### src/hw/rtl/rgbhsv_pkg.sv
package rgbhsv_pkg;

    // Field widths
    localparam int CHAN_W = 8;
    localparam int FRAC_W = 16;

    // Divider geometry: quotient bits resolved per pipeline stage
    localparam int DIV_BITS_PER_STAGE = 2;
    localparam int DIV_STAGES = FRAC_W / DIV_BITS_PER_STAGE;

    // Hue divisor is 6*delta, at most 1530
    localparam int HUE_DIV_W = 11;

    // Front end has two register stages ahead of the divider
    localparam int PREP_STAGES = 2;
    localparam int PIPE_LATENCY = PREP_STAGES + DIV_STAGES;

    // Word carried down the divider pipeline
    typedef struct packed {
        logic [HUE_DIV_W-1:0] hue_rem;
        logic [HUE_DIV_W-1:0] hue_div;
        logic [FRAC_W-1:0]    hue_q;
        logic                 hue_zero;
        logic [CHAN_W-1:0]    sat_rem;
        logic [FRAC_W-1:0]    sat_low;
        logic [CHAN_W-1:0]    sat_div;
        logic [FRAC_W-1:0]    sat_q;
        logic                 sat_zero;
        logic [CHAN_W-1:0]    value;
    } div_word_t;

endpackage

### src/hw/rtl/rgbhsv_prep.sv
module rgbhsv_prep
(
    input  logic                     clk,
    input  logic                     rst_n,
    input  logic                     in_valid,
    input  logic [7:0]               red,
    input  logic [7:0]               green,
    input  logic [7:0]               blue,
    output logic                     out_valid,
    output rgbhsv_pkg::div_word_t    out_word
);

    localparam logic [1:0] SECT_RED   = 2'd0;
    localparam logic [1:0] SECT_GREEN = 2'd1;
    localparam logic [1:0] SECT_BLUE  = 2'd2;

    // Stage 1: max, min, sector and channel difference
    logic        s1_valid_reg;
    logic [7:0]  s1_max_reg, s1_max_next;
    logic [7:0]  s1_min_reg, s1_min_next;
    logic [1:0]  s1_sector_reg, s1_sector_next;
    logic [8:0]  s1_diff_reg, s1_diff_next;

    // Stage 2 registers
    logic                    s2_valid_reg;
    rgbhsv_pkg::div_word_t   s2_word_reg, s2_word_next;

    // Pick the largest channel; red wins ties, then green
    always_comb
    begin
        priority if (red >= green && red >= blue)
        begin
            s1_max_next    = red;
            s1_sector_next = SECT_RED;
            s1_diff_next   = {1'b0, green} - {1'b0, blue};
        end
        else if (green >= blue)
        begin
            s1_max_next    = green;
            s1_sector_next = SECT_GREEN;
            s1_diff_next   = {1'b0, blue} - {1'b0, red};
        end
        else
        begin
            s1_max_next    = blue;
            s1_sector_next = SECT_BLUE;
            s1_diff_next   = {1'b0, red} - {1'b0, green};
        end
    end

    // Smallest channel
    always_comb
    begin
        s1_min_next = (red < green) ? red : green;
        if (blue < s1_min_next)
        begin
            s1_min_next = blue;
        end
    end

    // Build hue numerator, divisors and the saturation dividend
    always_comb
    begin
        logic [7:0]  delta;
        logic [10:0] delta6;
        logic [10:0] base;
        logic [11:0] num;
        logic [23:0] sat_x;

        delta  = s1_max_reg - s1_min_reg;
        delta6 = {1'b0, delta, 2'b00} + {2'b00, delta, 1'b0};

        unique case (s1_sector_reg)
            SECT_RED:   base = s1_diff_reg[8] ? delta6 : 11'd0;
            SECT_GREEN: base = {2'b00, delta, 1'b0};
            SECT_BLUE:  base = {1'b0, delta, 2'b00};
            default:    base = 11'd0;
        endcase

        num   = {1'b0, base} + {{3{s1_diff_reg[8]}}, s1_diff_reg};
        // delta*65535 = delta*65536 - delta
        sat_x = {delta, 16'h0000} - {16'h0000, delta};

        s2_word_next          = '0;
        s2_word_next.hue_rem  = num[10:0];
        s2_word_next.hue_div  = delta6;
        s2_word_next.hue_zero = (delta == 8'd0);
        s2_word_next.sat_rem  = sat_x[23:16];
        s2_word_next.sat_low  = sat_x[15:0];
        s2_word_next.sat_div  = s1_max_reg;
        s2_word_next.sat_zero = (s1_max_reg == 8'd0);
        s2_word_next.value    = s1_max_reg;
    end

    // Advance valid bits
    always_ff @(posedge clk or negedge rst_n)
    begin
        if (!rst_n)
        begin
            s1_valid_reg <= 1'b0;
            s2_valid_reg <= 1'b0;
        end
        else
        begin
            s1_valid_reg <= in_valid;
            s2_valid_reg <= s1_valid_reg;
        end
    end

    // Advance payload
    always_ff @(posedge clk)
    begin
        s1_max_reg    <= s1_max_next;
        s1_min_reg    <= s1_min_next;
        s1_sector_reg <= s1_sector_next;
        s1_diff_reg   <= s1_diff_next;
        s2_word_reg   <= s2_word_next;
    end

    assign out_valid = s2_valid_reg;
    assign out_word  = s2_word_reg;

endmodule

### src/hw/rtl/rgbhsv_div_stage.sv
module rgbhsv_div_stage
(
    input  logic                     clk,
    input  logic                     rst_n,
    input  logic                     in_valid,
    input  rgbhsv_pkg::div_word_t    in_word,
    output logic                     out_valid,
    output rgbhsv_pkg::div_word_t    out_word
);

    logic                    valid_reg;
    rgbhsv_pkg::div_word_t   word_reg, word_next;

    // Resolve DIV_BITS_PER_STAGE quotient bits of both dividers by restoring steps
    always_comb
    begin
        logic [rgbhsv_pkg::HUE_DIV_W:0] hue_t;
        logic [rgbhsv_pkg::CHAN_W:0]    sat_t;
        logic                           hue_ge;
        logic                           sat_ge;

        word_next = in_word;
        for (int i = 0; i < rgbhsv_pkg::DIV_BITS_PER_STAGE; i++)
        begin
            hue_t  = {word_next.hue_rem, 1'b0};
            hue_ge = (hue_t >= {1'b0, word_next.hue_div});
            word_next.hue_rem = hue_ge ? hue_t[rgbhsv_pkg::HUE_DIV_W-1:0]
                                         - word_next.hue_div
                                       : hue_t[rgbhsv_pkg::HUE_DIV_W-1:0];
            word_next.hue_q = {word_next.hue_q[rgbhsv_pkg::FRAC_W-2:0],
                               hue_ge & ~word_next.hue_zero};

            sat_t  = {word_next.sat_rem, word_next.sat_low[rgbhsv_pkg::FRAC_W-1]};
            sat_ge = (sat_t >= {1'b0, word_next.sat_div});
            word_next.sat_rem = sat_ge ? sat_t[rgbhsv_pkg::CHAN_W-1:0]
                                         - word_next.sat_div
                                       : sat_t[rgbhsv_pkg::CHAN_W-1:0];
            word_next.sat_low = {word_next.sat_low[rgbhsv_pkg::FRAC_W-2:0], 1'b0};
            word_next.sat_q = {word_next.sat_q[rgbhsv_pkg::FRAC_W-2:0],
                               sat_ge & ~word_next.sat_zero};
        end
    end

    // Advance valid bit
    always_ff @(posedge clk or negedge rst_n)
    begin
        if (!rst_n)
        begin
            valid_reg <= 1'b0;
        end
        else
        begin
            valid_reg <= in_valid;
        end
    end

    // Advance payload
    always_ff @(posedge clk)
    begin
        word_reg <= word_next;
    end

    assign out_valid = valid_reg;
    assign out_word  = word_reg;

endmodule

### src/hw/rtl/rgb_to_hsv_converter_core.sv
// Channel   Handshake          Fields
// -------   ----------------   -----------------------------------
// in        start / busy       red[7:0], green[7:0], blue[7:0]
// out       done (strobe)      hue[15:0], saturation[15:0], brightness[7:0]
//
// One pixel per clock, sustained; busy is always low.
// The pipeline has two front-end stages (max/min, then numerator and
// divisors) and eight divider stages, each resolving two quotient bits of
// the hue and saturation dividers side by side.
// Reset clears only the valid bits; payload registers are not reset.
// The receiver cannot stall, so the pipeline advances on every clock.
module rgb_to_hsv_converter_core
(
    input  logic        clk,
    input  logic        rst_n,
    input  logic        start,
    output logic        busy,
    input  logic [7:0]  red,
    input  logic [7:0]  green,
    input  logic [7:0]  blue,
    output logic        done,
    output logic [15:0] hue,
    output logic [15:0] saturation,
    output logic [7:0]  brightness
);

    logic                  stage_valid [rgbhsv_pkg::DIV_STAGES+1];
    rgbhsv_pkg::div_word_t stage_word  [rgbhsv_pkg::DIV_STAGES+1];

    // Front end: sector select, delta, divisors
    rgbhsv_prep u_prep
    (
        .clk       (clk),
        .rst_n     (rst_n),
        .in_valid  (start),
        .red       (red),
        .green     (green),
        .blue      (blue),
        .out_valid (stage_valid[0]),
        .out_word  (stage_word[0])
    );

    // Divider pipeline
    for (genvar s = 0; s < rgbhsv_pkg::DIV_STAGES; s++)
    begin : g_div
        rgbhsv_div_stage u_stage
        (
            .clk       (clk),
            .rst_n     (rst_n),
            .in_valid  (stage_valid[s]),
            .in_word   (stage_word[s]),
            .out_valid (stage_valid[s+1]),
            .out_word  (stage_word[s+1])
        );
    end

    assign busy       = 1'b0;
    assign done       = stage_valid[rgbhsv_pkg::DIV_STAGES];
    assign hue        = stage_word[rgbhsv_pkg::DIV_STAGES].hue_q;
    assign saturation = stage_word[rgbhsv_pkg::DIV_STAGES].sat_q;
    assign brightness = stage_word[rgbhsv_pkg::DIV_STAGES].value;

`ifndef NO_ASSERTIONS
    a_latency: assert property (@(posedge clk) disable iff (!rst_n)
        start |-> ##10 done)
        else $error("accepted word did not emerge after pipeline latency");

    a_black: assert property (@(posedge clk) disable iff (!rst_n)
        (done && brightness == 8'd0) |-> (saturation == 16'd0 && hue == 16'd0))
        else $error("black pixel gave nonzero saturation or hue");

    a_hue_needs_sat: assert property (@(posedge clk) disable iff (!rst_n)
        (done && hue != 16'd0) |-> (saturation != 16'd0))
        else $error("nonzero hue with zero saturation");
`endif

endmodule
### config.mk
export PLATFORM = sky130hd
export DESIGN_NAME = rgb_to_hsv_converter_core
export DESIGN_NICKNAME = d
export VERILOG_FILES = /design/src/hw/rtl/rgbhsv_pkg.sv /design/src/hw/rtl/rgbhsv_prep.sv /design/src/hw/rtl/rgbhsv_div_stage.sv /design/src/hw/rtl/rgb_to_hsv_converter_core.sv
export SDC_FILE = /design/constraint.sdc
export NUM_CORES = 1
export LEC_CHECK = 0
export BUFFER_PORTS_ARGS = -buffer_cell sky130_fd_sc_hd__buf_2
export CAP_MARGIN = 10
export CORE_MARGIN = 2
export CORE_UTILIZATION = 60
export CTS_CLUSTER_DIAMETER = 100
export DETAILED_ROUTE_END_ITERATION = 7
export PLACE_DENSITY = 0.74
export SKIP_LAST_GASP = 1
export SLEW_MARGIN = 20
export SYNTH_ARGS = -nofsm -noshare
export SYNTH_HDL_FRONTEND = slang
export SYNTH_SLANG_ARGS = --single-unit
### constraint.sdc
create_clock -name clk -period 5.1 [get_ports clk]
set_input_delay 1.02 -clock clk [delete_from_list [all_inputs] [get_ports clk]]
set_output_delay 1.02 -clock clk [all_outputs]
set_load 0.05 [all_outputs]
==> flow_summary.yaml <==
yosys:
  ys_async_sr_fraction_pct: 1.82
  synth_common_cells: "dfxtp_1, ha_1, inv_1"
  synth_top_area_share_pct: 36.3
  ys_top_cells_by_area: "dfxtp_1, ha_1, mux2_2"
  synth_fp_nets: 3565
  netlist_instances: 3162
  syn_area_sq_mm: 0.0297
  synth_edf_count: 0
  ys_seq_area_share_pct: 37.1
  synth_area_per_cell_sq_um: 9.39
  synth_most_common_cell: "dfxtp_1"
  synth_top_area_cell: "dfxtp_1"
  yosys_warnings: 0
  synth.distinct_cells: 87
  ys_seq_elements: 548
  synth_ff_type: "dfxtp_1"
min_path:
  hold_path_class: "in2async"
floorplanning:
  start_util_pct: 60.8
  die_w_um: 226
  fp.coreArea_sq_mm: 0.0488
  fp.dieArea_sq_mm: 0.0513
  rows: 81
  die_h_um: 226
  io_pins: 69
route:
  viasPerCell: 5.68
  drc: 0
  wl_per_cell_um: 16.0
  drt.antenna.violating_nets: 0
  first_pass_iters: 5
  num_vias: 22600
  wl_um: 63700
  drt_iter0_drc: 1134
run:
  drv_cap: 0
timing:
  final.setup.tns_ps: 0
  rsz0062_at_grt: "false"
  worst_pin_slew_ps: 646
  post-route-period-util_pct: 92.3
  final.setup_skew_ps: 18.2
  fmax_mhz: 212
  hold_viol_final: 0
  max_slew_margin_pct: 56.6
  finalMaxSlewViolations: 0
  fin_crit_ps: 4710
  finalSetupViolCount: 0
layout:
  syn_to_final_growth_pct: 10.7
  drive_gt1_share_pct: 11.4
  num_antenna_cells: 0
  largest_reg_flops: 459
  fin_util_pct: 67.3
  fillers: 3954
  nets: 3671
clocking:
  cts_tree: "done"
  clock_latency_ps: 610
  cts_buffers: 55
  clk_pin_slew_ps: 60
  clockBufferDepth: 3
  ctsHoldBuffers: 0
  cts_root_buf: "clkbuf_16"
  htreeDepth: 2
  cts_sinks: 548
worst_setup_path:
  cp_cell_sequence: "inv_1 > ha_1 > nor2b_1 > o211ai_1 > a21o_1 > a21oi_1 > a21oi_1 > buf_4 > nor2b_1 > a21o_1 > ha_1 > o21ai_0 > a21oi_1 > o31ai_1 > a31oi_1 > a211oi_1 > buf_12 > and2_1 > mux2i_1"
  critPathMaxStageDelay_ps: 430
  worstPathRequired_ps: 5630
  slowest_stage: "dfxtp_1"
  start_kind: "flip-flop"
  crit_top_cell: "a21oi_1"
  path_buf_inv: 3
  crit_fanout: 15
  crit_type: "reg2reg"
  cp.arrival_ps: 5240
  critical_path.top_delay_family: "compound AO/OA/AOI/OAI gates"
  endpoint_kind: "flip-flop"
global_routing:
  grtUsageTotal_pct: 25.0
  antenna_found_initial: 0
  grt_max_degree: 32
  grt_first_pass_wirelength_um: 106000
  grt_overflow_total: 0
  grt_pass1_vias: 22400
placement:
  port_buffers: 67
  hpwl_um: 50100
  place.gp.congestion: 0.909
run_status:
  status: "finished clean"
==> per-layer routing <==
metal	track usage (%)	up-vias	share of wire, %
li1	-	11400	-
met1	32.0	10600	46
met2	42.9	504	47
met3	3.67	147	4.3
met4	9.02	0	3.3
met5	0	-	0
==> cells by family (layout without fill, tap and decap cells) <==
logic type	Yosys count	in the layout	share of synthesized area [%]
compound gates	739	739	16.1
xor+xnor	212	212	6.28
fa+ha+maj	376	376	16.6
buf+inv	355	506	4.54
flops	548	548	37.1
mux	181	181	6.60
other cells	1	1	0.0126
simple gates	750	750	12.8
==> stage by stage <==
stage	hold WS, ps	instances	area (sq um)	setup WS (ps)
after CTS	220	3976	32800	122
after floorplan	310	3162	29700	629
final	251	3977	32900	394
after global placement	310	3874	30900	313
after global routing	244	3977	32900	24.8
after detailed placement	312	3874	30900	139
==> layout by cell type, fill, tap and decap left out, drive strengths merged, types with 26 or more instances in the layout <==
cell | Yosys | layout
nand2b | 39 | 39
xor2 | 72 | 72
o21ai | 166 | 166
buf | 10 | 96
nor2b | 55 | 55
mux2 | 118 | 118
fa | 30 | 30
nor2 | 218 | 218
nand3 | 82 | 82
o21a | 37 | 37
nor3 | 43 | 43
dfxtp | 538 | 538
clkbuf | 37 | 67
a21o | 114 | 114
inv | 308 | 319
nand2 | 134 | 134
ha | 346 | 346
a21oi | 206 | 206
mux2i | 63 | 63
xnor2 | 140 | 140
o31ai | 26 | 26
nand4 | 46 | 46
==> timing repair <==
item / in CTS / in global routing
gates resized for setup: 0 / 11
setup endpoints to repair: 0 / 38
buffers inserted: 0 / 1
==> cell type report <==
| type | instances | area, sq um | area share (%) |
|---|---|---|---|
| tap | 664 | 831 | 2.53 |
| clock buffer | 67 | 1510 | 4.60 |
| multi-input combinational | 2259 | 17400 | 52.8 |
| timing repair buffer | 96 | 578 | 1.76 |
| clock inverter | 35 | 407 | 1.24 |
| sequential | 548 | 11000 | 33.5 |
| inverter | 308 | 1160 | 3.52 |
==> final timing paths <==
path                                               startpoint                       endpoint  slack [ps]  depth (start not counted)
worst max-delay path             g_div[3].u_stage.out_word[1]  g_div[4].u_stage.out_word[49]         390                         19
worst min-delay path                                    rst_n            u_prep.s1_valid_reg         250                          1
worst max register to register   g_div[3].u_stage.out_word[1]  g_div[4].u_stage.out_word[49]         390                         19
worst min register to register  g_div[2].u_stage.out_word[58]  g_div[3].u_stage.out_word[60]         320                          0
max in group asynchronous                               rst_n     g_div[5].u_stage.out_valid        4670                          1
min in group clk                g_div[2].u_stage.out_word[58]  g_div[3].u_stage.out_word[60]         320                          0
Power is left out: the tool's default activity adds up to more than one toggle a clock period on the data nets, which glitch-free logic cannot reach.
